$ cat config.mk
export PLATFORM = sky130hd
export DESIGN_NAME = joystick_axis_to_pwm_pulse
export DESIGN_NICKNAME = d
export VERILOG_FILES = /design/src/sv/jap_pkg.sv /design/src/sv/jap_track.sv /design/src/sv/jap_lane.sv /design/src/sv/joystick_axis_to_pwm_pulse.sv
export VERILOG_INCLUDE_DIRS = /design/src /design/src/sv
export SDC_FILE = /design/constraint.sdc
export NUM_CORES = 2
export LEC_CHECK = 0
export BUFFER_PORTS_ARGS = -buffer_cell sky130_fd_sc_hd__buf_2
export CELL_PAD_IN_SITES_DETAIL_PLACEMENT = 1
export CELL_PAD_IN_SITES_GLOBAL_PLACEMENT = 2
export CORE_MARGIN = 5
export CORE_UTILIZATION = 40
export CTS_BUF_LIST = sky130_fd_sc_hd__clkbuf_8
export CTS_CLUSTER_DIAMETER = 30
export CTS_CLUSTER_SIZE = 24
export DETAILED_ROUTE_END_ITERATION = 8
export MAX_ROUTING_LAYER = met4
export PLACE_DENSITY = 0.74
export SYNTH_ARGS = -nofsm -noshare
export SYNTH_HDL_FRONTEND = slang
export SYNTH_SLANG_ARGS = --single-unit
$ cat constraint.sdc
create_clock -name aclk -period 29.4 [get_ports aclk]
set_input_delay 5.88 -clock aclk [delete_from_list [all_inputs] [get_ports aclk]]
set_output_delay 5.88 -clock aclk [all_outputs]
set_load 0.05 [all_outputs]
$ cat src/sv/assert_macros.svh
// Assertion macros used by the top-level RTL file of the joystick pulse mapper.
`ifndef ASSERT_MACROS_SVH
`define ASSERT_MACROS_SVH

// Property checked on every rising edge of aclk, off during reset.
`define JAP_ASSERT(lbl, prop, msg) \
    lbl: assert property (@(posedge aclk) disable iff (!aresetn) (prop)) \
        else $error(msg);

// Same-cycle implication.
`define JAP_ASSERT_IMPL(lbl, ante, cons, msg) \
    `JAP_ASSERT(lbl, (ante) |-> (cons), msg)

// Next-cycle implication.
`define JAP_ASSERT_NEXT(lbl, ante, cons, msg) \
    `JAP_ASSERT(lbl, (ante) |=> (cons), msg)

`endif

$ cat src/sv/jap_pkg.sv
// Package of the joystick pulse mapper: widths, codes, constants and shared types.
package jap_pkg;

    localparam int REG_W   = 22;
    localparam int VAL_W   = 16;
    localparam int POS_W   = 17;
    localparam int SPAN_W  = 23;
    localparam int PROD_W  = 40;
    localparam int EST_W   = 26;
    localparam int REM_W   = 17;
    localparam int WID_W   = 28;
    localparam int DUTY_W  = 23;
    localparam int ADDR_W  = 3;

    // register stages of one channel datapath
    localparam int NSTG    = 5;

    localparam int FULL_SCALE = 32767;

    // Bias that keeps the product non-negative; a multiple of the full scale.
    localparam logic [PROD_W:0] X_OFS = (41'd1 << 39) - (41'd1 << 24);
    localparam logic signed [WID_W-1:0] Q_BIAS = 28'sd16777216;
    localparam logic [DUTY_W-1:0] DUTY_MAX = 23'h7FFFFF;

    localparam logic [6:0] EVT_AXIS = 7'h02;
    localparam logic ACT_WAKE = 1'b1;
    localparam logic CH_STEER = 1'b0;
    localparam logic CH_DRIVE = 1'b1;

    localparam logic [REG_W-1:0] RST_STEER_MIN = 22'd1000000;
    localparam logic [REG_W-1:0] RST_STEER_MID = 22'd1500000;
    localparam logic [REG_W-1:0] RST_STEER_MAX = 22'd2000000;
    localparam logic [REG_W-1:0] RST_DRIVE_MIN = 22'd1100000;
    localparam logic [REG_W-1:0] RST_DRIVE_MID = 22'd1500000;
    localparam logic [REG_W-1:0] RST_DRIVE_MAX = 22'd1900000;

    typedef enum logic [ADDR_W-1:0] {
        REG_STEER_MIN = 3'd0,
        REG_STEER_MID = 3'd1,
        REG_STEER_MAX = 3'd2,
        REG_DRIVE_MIN = 3'd3,
        REG_DRIVE_MID = 3'd4,
        REG_DRIVE_MAX = 3'd5
    } reg_idx_t;

    typedef struct packed {
        logic                    steer_chg;
        logic                    drive_chg;
        logic signed [POS_W-1:0] steer_pos;
        logic signed [POS_W-1:0] drive_pos;
    } trk_t;

endpackage

$ cat src/sv/jap_track.sv
// Axis event filter, channel positions and wake-to-wake change detection.
module jap_track (
    input  logic                        aclk,
    input  logic                        aresetn,
    input  logic                        accept,
    input  logic                        action,
    input  logic [7:0]                  event_type,
    input  logic [7:0]                  event_number,
    input  logic signed [jap_pkg::VAL_W-1:0] event_value,
    output jap_pkg::trk_t               trk
);
    import jap_pkg::*;

    logic signed [VAL_W-1:0] steer_pos_reg, steer_pos_next;
    logic signed [POS_W-1:0] drive_pos_reg, drive_pos_next;
    logic                    steer_seen_reg, steer_seen_next;
    logic                    drive_seen_reg, drive_seen_next;
    logic signed [VAL_W-1:0] steer_snap_reg, steer_snap_next;
    logic signed [POS_W-1:0] drive_snap_reg, drive_snap_next;
    logic                    steer_snap_seen_reg, steer_snap_seen_next;
    logic                    drive_snap_seen_reg, drive_snap_seen_next;
    logic                    axis_hit;

    assign axis_hit = (event_type[6:0] == EVT_AXIS) && (event_number[7:1] == 7'd0);

    assign trk.steer_chg = (steer_seen_reg != steer_snap_seen_reg) ||
                           (steer_seen_reg && (steer_pos_reg != steer_snap_reg));
    assign trk.drive_chg = (drive_seen_reg != drive_snap_seen_reg) ||
                           (drive_seen_reg && (drive_pos_reg != drive_snap_reg));
    assign trk.steer_pos = POS_W'(steer_pos_reg);
    assign trk.drive_pos = drive_pos_reg;

    always_comb begin
        steer_pos_next       = steer_pos_reg;
        drive_pos_next       = drive_pos_reg;
        steer_seen_next      = steer_seen_reg;
        drive_seen_next      = drive_seen_reg;
        steer_snap_next      = steer_snap_reg;
        drive_snap_next      = drive_snap_reg;
        steer_snap_seen_next = steer_snap_seen_reg;
        drive_snap_seen_next = drive_snap_seen_reg;
        if (accept) begin
            if (action == ACT_WAKE) begin
                steer_snap_next      = steer_pos_reg;
                drive_snap_next      = drive_pos_reg;
                steer_snap_seen_next = steer_seen_reg;
                drive_snap_seen_next = drive_seen_reg;
            end else if (axis_hit) begin
                if (event_number[0]) begin
                    drive_pos_next  = -POS_W'(event_value);
                    drive_seen_next = 1'b1;
                end else begin
                    steer_pos_next  = event_value;
                    steer_seen_next = 1'b1;
                end
            end
        end
    end

    always_ff @(posedge aclk) begin
        if (!aresetn) begin
            steer_pos_reg       <= '0;
            drive_pos_reg       <= '0;
            steer_seen_reg      <= 1'b0;
            drive_seen_reg      <= 1'b0;
            steer_snap_reg      <= '0;
            drive_snap_reg      <= '0;
            steer_snap_seen_reg <= 1'b0;
            drive_snap_seen_reg <= 1'b0;
        end else begin
            steer_pos_reg       <= steer_pos_next;
            drive_pos_reg       <= drive_pos_next;
            steer_seen_reg      <= steer_seen_next;
            drive_seen_reg      <= drive_seen_next;
            steer_snap_reg      <= steer_snap_next;
            drive_snap_reg      <= drive_snap_next;
            steer_snap_seen_reg <= steer_snap_seen_next;
            drive_snap_seen_reg <= drive_snap_seen_next;
        end
    end

endmodule

$ cat src/sv/jap_lane.sv
// One channel's pulse width datapath: span, multiply, floor divide by full scale, saturate.
module jap_lane (
    input  logic                             aclk,
    input  logic                             en,
    input  logic signed [jap_pkg::POS_W-1:0] pos,
    input  logic [jap_pkg::REG_W-1:0]        lo,
    input  logic [jap_pkg::REG_W-1:0]        mid,
    input  logic [jap_pkg::REG_W-1:0]        hi,
    output logic [jap_pkg::DUTY_W-1:0]       duty_ns
);
    import jap_pkg::*;

    logic signed [SPAN_W-1:0] span_a_reg, span_a_next;
    logic signed [POS_W-1:0]  v_a_reg;
    logic signed [PROD_W-1:0] prod_b_reg, prod_b_next;
    logic [PROD_W:0]          sum_c;
    logic [PROD_W-1:0]        x_c_reg, x_d_reg;
    logic [EST_W-1:0]         est_d_reg, est_d_next;
    logic [REM_W-1:0]         rem_e;
    logic [1:0]               corr_e;
    logic [EST_W-1:0]         q_e_reg, q_e_next;
    logic [REG_W-1:0]         mid_a_reg, mid_b_reg, mid_c_reg, mid_d_reg, mid_e_reg;
    logic signed [WID_W-1:0]  wid;

    always_comb begin
        if (pos > 0) begin
            span_a_next = $signed({1'b0, hi}) - $signed({1'b0, mid});
        end else begin
            span_a_next = $signed({1'b0, mid}) - $signed({1'b0, lo});
        end
    end

    assign prod_b_next = span_a_reg * v_a_reg;
    assign sum_c       = {prod_b_reg[PROD_W-1], prod_b_reg} + X_OFS;
    assign est_d_next  = {1'b0, x_c_reg[PROD_W-1:15]} + {16'd0, x_c_reg[PROD_W-1:30]};

    // remainder mod 2^17 is exact since it stays below three full scales
    assign rem_e = x_d_reg[REM_W-1:0] - {est_d_reg[1:0], 15'd0} + est_d_reg[REM_W-1:0];

    always_comb begin
        priority if (rem_e >= REM_W'(2 * FULL_SCALE)) begin
            corr_e = 2'd2;
        end else if (rem_e >= REM_W'(FULL_SCALE)) begin
            corr_e = 2'd1;
        end else begin
            corr_e = 2'd0;
        end
    end

    assign q_e_next = est_d_reg + {{(EST_W-2){1'b0}}, corr_e};

    assign wid = $signed({6'd0, mid_e_reg}) + $signed({2'd0, q_e_reg}) - Q_BIAS;

    always_comb begin
        priority if (wid < 0) begin
            duty_ns = '0;
        end else if (wid > $signed({5'd0, DUTY_MAX})) begin
            duty_ns = DUTY_MAX;
        end else begin
            duty_ns = wid[DUTY_W-1:0];
        end
    end

    always_ff @(posedge aclk) begin
        if (en) begin
            span_a_reg <= span_a_next;
            v_a_reg    <= pos;
            mid_a_reg  <= mid;
            prod_b_reg <= prod_b_next;
            mid_b_reg  <= mid_a_reg;
            x_c_reg    <= sum_c[PROD_W-1:0];
            mid_c_reg  <= mid_b_reg;
            est_d_reg  <= est_d_next;
            x_d_reg    <= x_c_reg;
            mid_d_reg  <= mid_c_reg;
            q_e_reg    <= q_e_next;
            mid_e_reg  <= mid_d_reg;
        end
    end

endmodule

$ cat src/sv/joystick_axis_to_pwm_pulse.sv
// Top level of the joystick axis to servo pulse width mapper.
// Takes one beat per cycle while the output register can drain. Joystick events
// update the steer and drive positions and give no result. A wake beat whose
// channels changed since the previous wake gives one or two result beats, steer
// first, through the lane stages and the output register; the last one carries
// m_last. The two channel datapaths (span, multiply, floor divide by 32767,
// saturate) are five register stages each and advance as one. A wake with both
// channels changed holds s_ready low while both of its beats wait in the
// two-entry output register, until the steer beat leaves. Configuration writes
// take effect at once and are meant only while idle.
module joystick_axis_to_pwm_pulse (
    input  logic                              aclk,
    input  logic                              aresetn,
    input  logic                              s_valid,
    output logic                              s_ready,
    input  logic                              s_action,
    input  logic [7:0]                        s_event_type,
    input  logic [7:0]                        s_event_number,
    input  logic signed [jap_pkg::VAL_W-1:0]  s_event_value,
    output logic                              m_valid,
    input  logic                              m_ready,
    output logic                              m_channel,
    output logic [jap_pkg::DUTY_W-1:0]        m_duty_ns,
    output logic                              m_last,
    input  logic                              cfg_we,
    input  logic [jap_pkg::ADDR_W-1:0]        cfg_addr,
    input  logic [jap_pkg::REG_W-1:0]         cfg_wdata
);
    import jap_pkg::*;

    logic [REG_W-1:0]  steer_min_reg, steer_mid_reg, steer_max_reg;
    logic [REG_W-1:0]  drive_min_reg, drive_mid_reg, drive_max_reg;
    logic [NSTG-1:0]   stg_st_reg, stg_st_next;
    logic [NSTG-1:0]   stg_dr_reg, stg_dr_next;
    logic              ob_st_reg, ob_st_next;
    logic              ob_dr_reg, ob_dr_next;
    logic [DUTY_W-1:0] ob_st_duty_reg, ob_dr_duty_reg;
    logic [DUTY_W-1:0] steer_duty, drive_duty;
    logic              en, accept, wake;
    trk_t              trk;

    assign en      = !(ob_st_reg || ob_dr_reg) || (m_ready && !(ob_st_reg && ob_dr_reg));
    assign s_ready = en;
    assign accept  = s_valid && en;
    assign wake    = accept && (s_action == ACT_WAKE);

    always_ff @(posedge aclk) begin
        if (!aresetn) begin
            steer_min_reg <= RST_STEER_MIN;
            steer_mid_reg <= RST_STEER_MID;
            steer_max_reg <= RST_STEER_MAX;
            drive_min_reg <= RST_DRIVE_MIN;
            drive_mid_reg <= RST_DRIVE_MID;
            drive_max_reg <= RST_DRIVE_MAX;
        end else if (cfg_we) begin
            unique case (reg_idx_t'(cfg_addr))
                REG_STEER_MIN: steer_min_reg <= cfg_wdata;
                REG_STEER_MID: steer_mid_reg <= cfg_wdata;
                REG_STEER_MAX: steer_max_reg <= cfg_wdata;
                REG_DRIVE_MIN: drive_min_reg <= cfg_wdata;
                REG_DRIVE_MID: drive_mid_reg <= cfg_wdata;
                REG_DRIVE_MAX: drive_max_reg <= cfg_wdata;
                default: ;
            endcase
        end
    end

    jap_track u_track (
        .aclk         (aclk),
        .aresetn      (aresetn),
        .accept       (accept),
        .action       (s_action),
        .event_type   (s_event_type),
        .event_number (s_event_number),
        .event_value  (s_event_value),
        .trk          (trk)
    );

    jap_lane u_steer (
        .aclk    (aclk),
        .en      (en),
        .pos     (trk.steer_pos),
        .lo      (steer_min_reg),
        .mid     (steer_mid_reg),
        .hi      (steer_max_reg),
        .duty_ns (steer_duty)
    );

    jap_lane u_drive (
        .aclk    (aclk),
        .en      (en),
        .pos     (trk.drive_pos),
        .lo      (drive_min_reg),
        .mid     (drive_mid_reg),
        .hi      (drive_max_reg),
        .duty_ns (drive_duty)
    );

    always_comb begin
        stg_st_next = stg_st_reg;
        stg_dr_next = stg_dr_reg;
        ob_st_next  = ob_st_reg;
        ob_dr_next  = ob_dr_reg;
        if (en) begin
            stg_st_next = {stg_st_reg[NSTG-2:0], wake && trk.steer_chg};
            stg_dr_next = {stg_dr_reg[NSTG-2:0], wake && trk.drive_chg};
            ob_st_next  = stg_st_reg[NSTG-1];
            ob_dr_next  = stg_dr_reg[NSTG-1];
        end else if (m_ready) begin
            // both pending: steer beat leaves first
            ob_st_next = 1'b0;
        end
    end

    always_ff @(posedge aclk) begin
        if (!aresetn) begin
            stg_st_reg <= '0;
            stg_dr_reg <= '0;
            ob_st_reg  <= 1'b0;
            ob_dr_reg  <= 1'b0;
        end else begin
            stg_st_reg <= stg_st_next;
            stg_dr_reg <= stg_dr_next;
            ob_st_reg  <= ob_st_next;
            ob_dr_reg  <= ob_dr_next;
        end
    end

    always_ff @(posedge aclk) begin
        if (en) begin
            ob_st_duty_reg <= steer_duty;
            ob_dr_duty_reg <= drive_duty;
        end
    end

    assign m_valid   = ob_st_reg || ob_dr_reg;
    assign m_channel = ob_st_reg ? CH_STEER : CH_DRIVE;
    assign m_duty_ns = ob_st_reg ? ob_st_duty_reg : ob_dr_duty_reg;
    assign m_last    = !(ob_st_reg && ob_dr_reg);

`include "assert_macros.svh"

    `JAP_ASSERT_IMPL(a_first_is_steer, m_valid && !m_last, m_channel == CH_STEER, "non-last beat not steer")
    `JAP_ASSERT_IMPL(a_stall_needs_out, !s_ready, m_valid, "input stalled with empty output")
    `JAP_ASSERT_NEXT(a_drive_follows, ob_st_reg && ob_dr_reg && m_ready, m_valid && m_last && (m_channel == CH_DRIVE), "drive beat lost after steer")
    `JAP_ASSERT_IMPL(a_last_frees_input, m_valid && m_ready && m_last, s_ready, "input held after last beat")

endmodule

# Word-level counts from Yosys, hierarchy flattened
# Cells that the tools add are included.
[word_totals]
register_bits = 856
in_bits = 63
out_inout_bits = 27
word_cells = 126
[op_classes]
add_sub_neg = 19
mul = 2
order_cmp = 10
eq_ne = 10
mux = 12
bitwise = 2
reduce_logical = 27
[op_table]
columns = ["cell", "count"]
rows = [
  ["23-bit 2-to-1 mux", 5],
  ["22-bit by 22-bit subtractor with 23-bit output", 4],
  ["28-bit by 24-bit greater-than comparator with 1-bit output, second input constant", 2],
  ["28-bit by 1-bit < comparator with 1-bit output, second input constant", 2],
  ["27-bit by 25-bit subtractor with 28-bit output, second input constant", 2],
  ["22-bit by 26-bit adder with 27-bit output", 2],
  ["25-bit by 10-bit adder with 26-bit output", 2],
  ["26-bit by 2-bit adder with 26-bit output", 2],
  ["39-bit by 40-bit adder with 40-bit output, second input constant", 1],
  ["40-bit adder, second input constant", 1],
  ["23-bit by 17-bit multiplier with 40-bit output", 1],
  ["23-bit by 16-bit multiplier with 39-bit output", 1],
  ["17-bit adder", 2],
  ["17-bit by 15-bit greater-or-equal comparator with 1-bit output, second input constant", 2],
  ["17-bit by 16-bit greater-or-equal comparator with 1-bit output, second input constant", 2],
  ["17-bit subtractor", 2],
  ["17-bit by 1-bit greater-than comparator with 1-bit output, second input constant", 1],
  ["17-bit inequality test", 1],
  ["16-bit negator with 17-bit output", 1],
  ["16-bit by 1-bit greater-than comparator with 1-bit output, second input constant", 1],
  ["16-bit inequality test", 1],
  ["2-bit AND reduction", 7],
  ["1-bit logical AND", 9],
  ["4-bit AND reduction", 2],
  ["13 further kinds", 26],
]

# Logic depth before layout (Yosys ltp)
[logic_depth]
word_depth = 7
ltp_mapped = 26
depth_no_buf = 24

# Cells and area by module
# A second synthesis with hierarchy kept.
[unflattened]
hier_cells = 6619
area_unflattened_um2 = 68463.2
[modules_own_cells]
columns = ["mod", "instances", "cells_each", "area_per_inst_um2", "seq_area_each_um2"]
rows = [
  ["jap_lane (u_drive)", 1, 2838, 29453.2, 8978.6],
  ["jap_lane (u_steer)", 1, 2705, 28876.4, 8978.6],
  ["joystick_axis_to_pwm_pulse", 1, 676, 6846.6, 4264.1],
  ["jap_track", 1, 400, 3286.9, 1401.3],
]

# Worst setup path after synthesis
# OpenSTA, ideal clock, no wires.
[synth_timing]
kind = "input port to output port"
startpoint = "input m_ready"
endpoint = "output s_ready"
arrival_ns = 18.965
required_time_ns = 23.520
setup_slack_ns = 4.555
cell_stages = 3
path_buffers = 0
cell_sequence = "inv_1 -> maj3_1 -> inv_1"
[synth_via]
elab_chain_cells = 2
[synth_lines]
columns = ["item", "line_no", "source"]
rows = [
  ["start, declared", "joystick_axis_to_pwm_pulse.sv:21", "input logic m_ready,"],
  ["1-bit logical AND", "joystick_axis_to_pwm_pulse.sv:42", "assign en = !(ob_st_reg || ob_dr_reg) || (m_ready && !(ob_st_reg && ob_dr_reg));"],
  ["1-bit logical OR", "joystick_axis_to_pwm_pulse.sv:42", ""],
  ["end, declared", "joystick_axis_to_pwm_pulse.sv:15", "output logic s_ready,"],
]
# No other way between the ends.

# Worst setup path after layout
# Ends and elaborated chain as after synthesis.

==> flow_summary.json <==
{
  "outcome": "finished clean",
  "synthArstFlopShare_pct": 0,
  "clk_pin_slew_ns": 0.06,
  "fin_util_pct": 44.6,
  "vias_per_cell": 5.03,
  "leakagePower_nw": 33.9,
  "portBuffers": 88,
  "cts_resized": 0,
  "root_buffer": "clkbuf_8",
  "synth_seq_area_share_pct": 35.0,
  "synth_top_cell_by_area": "edfxtp_1",
  "path_max_fanout": 62,
  "synth_simple_gate_area_share_pct": 12.8,
  "io-pin-count": 90,
  "synth_xor_area_share_pct": 4.72,
  "grtUsageTotal_pct": 21.1,
  "overflow": 0,
  "worstSetupPathType": "in2out",
  "switching_share_pct": 27.2,
  "rsz0062_at_grt": "no",
  "power_density_mw_per_mm2": 43.3,
  "first_global_vias": 49504,
  "hold_viol_final": 0,
  "place.detailed.hpwl_um": 138000,
  "ir_drop_mv": 0.0414,
  "drive_gt1_share_pct": 7.95,
  "place_congestion": 0.836,
  "ctsHtreeMaxLevel": 4,
  "syn_area_sq_mm": 0.0674,
  "vias": 45154,
  "syn_to_final_growth_pct": 10.7,
  "clkPwrFrac_pct": 46.0,
  "start_kind": "input pin",
  "postSynthAreaPerCell_sq_um": 10.4,
  "max_freq_ghz": 0.0751,
  "wl_per_cell_um": 19.6,
  "drt-total-wl_um": 176000,
  "drv_cap": 0,
  "initial_core_util_pct": 40.2,
  "synth_edf_count": 642,
  "synth-seq-cells": 856,
  "syn-num-nets": 7713,
  "synth.distinct_cells": 101,
  "p_sw_uw": 878,
  "synth_adder_area_share_pct": 30.2,
  "num_rows": 150,
  "die_y_um": 420,
  "grt_start_max_net_pins": 182,
  "drc_errors": 0,
  "synth_top_family_by_area": "adder cells",
  "ys_top_cells_by_area": "edfxtp_1 (29%), fa_1 (23%), ha_1 (7.7%)",
  "power_frac_seq_pct": 43.9,
  "synthMuxAreaShare_pct": 1.21,
  "die_x_um": 420,
  "cts_buffers": 182,
  "ctsLongestPathBuffers": 3,
  "ys.flop_type": "edfxtp_1",
  "cts_tree": "done",
  "drv_slew": 0,
  "p_int_mw": 2.36,
  "clock_sinks": 856,
  "syn_inst": 6480,
  "cp_data_arrival_time_ns": 7.44,
  "clkLatencyLatePin_ns": 0.88,
  "end_kind": "output port",
  "min_path_type": "reg2reg",
  "post_cts_buffers": 0,
  "dr.first_iter.drc_count": 2423,
  "antenna_found_initial": 24,
  "critPathRequiredTime_ns": 23.52,
  "worstMarginPinSlew_ns": 1.20,
  "fin_crit_ns": 13.32,
  "cts_hold_buf": 0,
  "dieArea_sq_mm": 0.177,
  "grt_pass1_wl_um": 282000,
  "core_area_sq_mm": 0.167,
  "setup_tns_ns": 0,
  "dr.pass1.iters": 5,
  "fin_crit_sh_pct": 45.3,
  "slew-limit-headroom_pct": 19.4,
  "ant_nets": 0,
  "synth_top_area_share_pct": 28.6,
  "synth.yosys.warnings": 0,
  "synth_compound_area_share_pct": 8.61,
  "setup_viol": 0,
  "finClkSkew_ns": 0.0602,
  "pwr-share-comb_pct": 10.0,
  "nets": 7835
}
placed cells by master (no fill, tap or decap), types with 116 or more instances in the layout:
| cell type | Yosys | layout |
|---|---|---|
| a21boi_0 | 126 | 126 |
| a21oi_1 | 199 | 199 |
| and2_1 | 323 | 323 |
| clkbuf_8 | 0 | 186 |
| dfxtp_1 | 214 | 214 |
| edfxtp_1 | 642 | 642 |
| fa_1 | 758 | 758 |
| ha_1 | 412 | 412 |
| inv_1 | 1131 | 1144 |
| nand2_1 | 860 | 860 |
| nor2_1 | 209 | 209 |
| o21ai_0 | 116 | 116 |
| xnor2_1 | 236 | 236 |
| xor2_1 | 125 | 125 |
power groups by stage:
stage / registers [mW] / logic (mW) / clock network [mW]
after floorplan: 1.40 / 0.242 / 0
after global placement: 1.44 / 0.321 / 0
after detailed placement: 1.45 / 0.326 / 0
after CTS: 1.42 / 0.328 / 1.53
after global routing: 1.43 / 0.354 / 1.59
final: 1.42 / 0.325 / 1.49
critical path, stage by stage:
cell	delay, ns
buf_2	0.10
inv_1	0.05
maj3_1	0.35
buf_4	0.25
inv_8	0.39
buf_2	0.36
layout make-up:
| type | count | area, sq um |
|---|---|---|
| multi-input cells | 4292 | 38800 |
| diodes | 23 | 57.6 |
| well taps | 2204 | 2760 |
| fillers | 18538 | 92800 |
| clock buffers | 186 | 2560 |
| repair buffers | 137 | 840 |
| flip-flops and latches | 856 | 23600 |
| inverters | 1133 | 4260 |
| clock inverters | 149 | 1760 |
routing by layer:
metal / up-vias / global-route usage (%) / part of all wire, %
li1: 21282 / - / -
met1: 23107 / 28.3 / 47
met2: 572 / 34.3 / 48
met3: 193 / 3.17 / 3.4
met4: 0 / 4.47 / 1.7
met5: - / - / 0
synthesized netlist by cell type, types with 20 or more instances:
| master | instances |
|---|---|
| nor2b_1 | 70 |
| mux2i_1 | 51 |
| a31oi_1 | 20 |
| ha_1 | 412 |
| o211ai_1 | 49 |
| nand4_1 | 28 |
| a211oi_1 | 24 |
| nand3_1 | 103 |
| nand2b_1 | 49 |
| and2_1 | 323 |
| clkbuf_1 | 183 |
| edfxtp_1 | 642 |
| nand2_1 | 860 |
| o21ai_0 | 116 |
| nor3_1 | 59 |
| o21a_1 | 66 |
| a21o_1 | 79 |
| fa_1 | 758 |
| xnor2_1 | 236 |
| mux2_2 | 27 |
| nor4_1 | 36 |
| inv_1 | 1131 |
| and3_1 | 33 |
| dfxtp_1 | 214 |
| xor2_1 | 125 |
| o21bai_1 | 26 |
| nor2_1 | 209 |
| a21boi_0 | 126 |
| a21oi_1 | 199 |
cell families after synthesis:
family / after synthesis
AO/OA/AOI/OAI: 850
XOR/XNOR: 362
adder cells (fa/ha/maj): 1171
buffers and inverters: 1332
flip-flops: 856
multiplexers: 78
AND/OR/NAND/NOR: 1831
through the flow:
stage | worst slack [ns] | power (mW) | instance area, sq um | cells | hold slack [ns]
6_report | 16.08 | 3.23 | 74600 | 8980 | 0.395
4_1_cts | 16.07 | 3.28 | 74600 | 8957 | 0.386
5_1_grt | 16.01 | 3.37 | 74600 | 8974 | 0.412
2_1_floorplan | 4.55 | 1.64 | 67400 | 6480 | 0.400
3_3_place_gp | 16.09 | 1.77 | 70200 | 8622 | 0.402
3_5_place_dp | 16.07 | 1.77 | 70200 | 8622 | 0.405
worst paths after layout:
check / start / endpoint / slack (ns) / cells after the start
worst max-delay path: m_ready / s_ready / 16.08 / 6
worst min-delay path: u_drive.x_c_reg[12] / u_drive.x_d_reg[12] / 0.39 / 0
worst max register to register: u_drive.v_a_reg[8] / u_drive.prod_b_reg[38] / 21.13 / 23
worst min register to register: u_drive.x_c_reg[12] / u_drive.x_d_reg[12] / 0.39 / 0
Power figures use the tool's default switching activity.
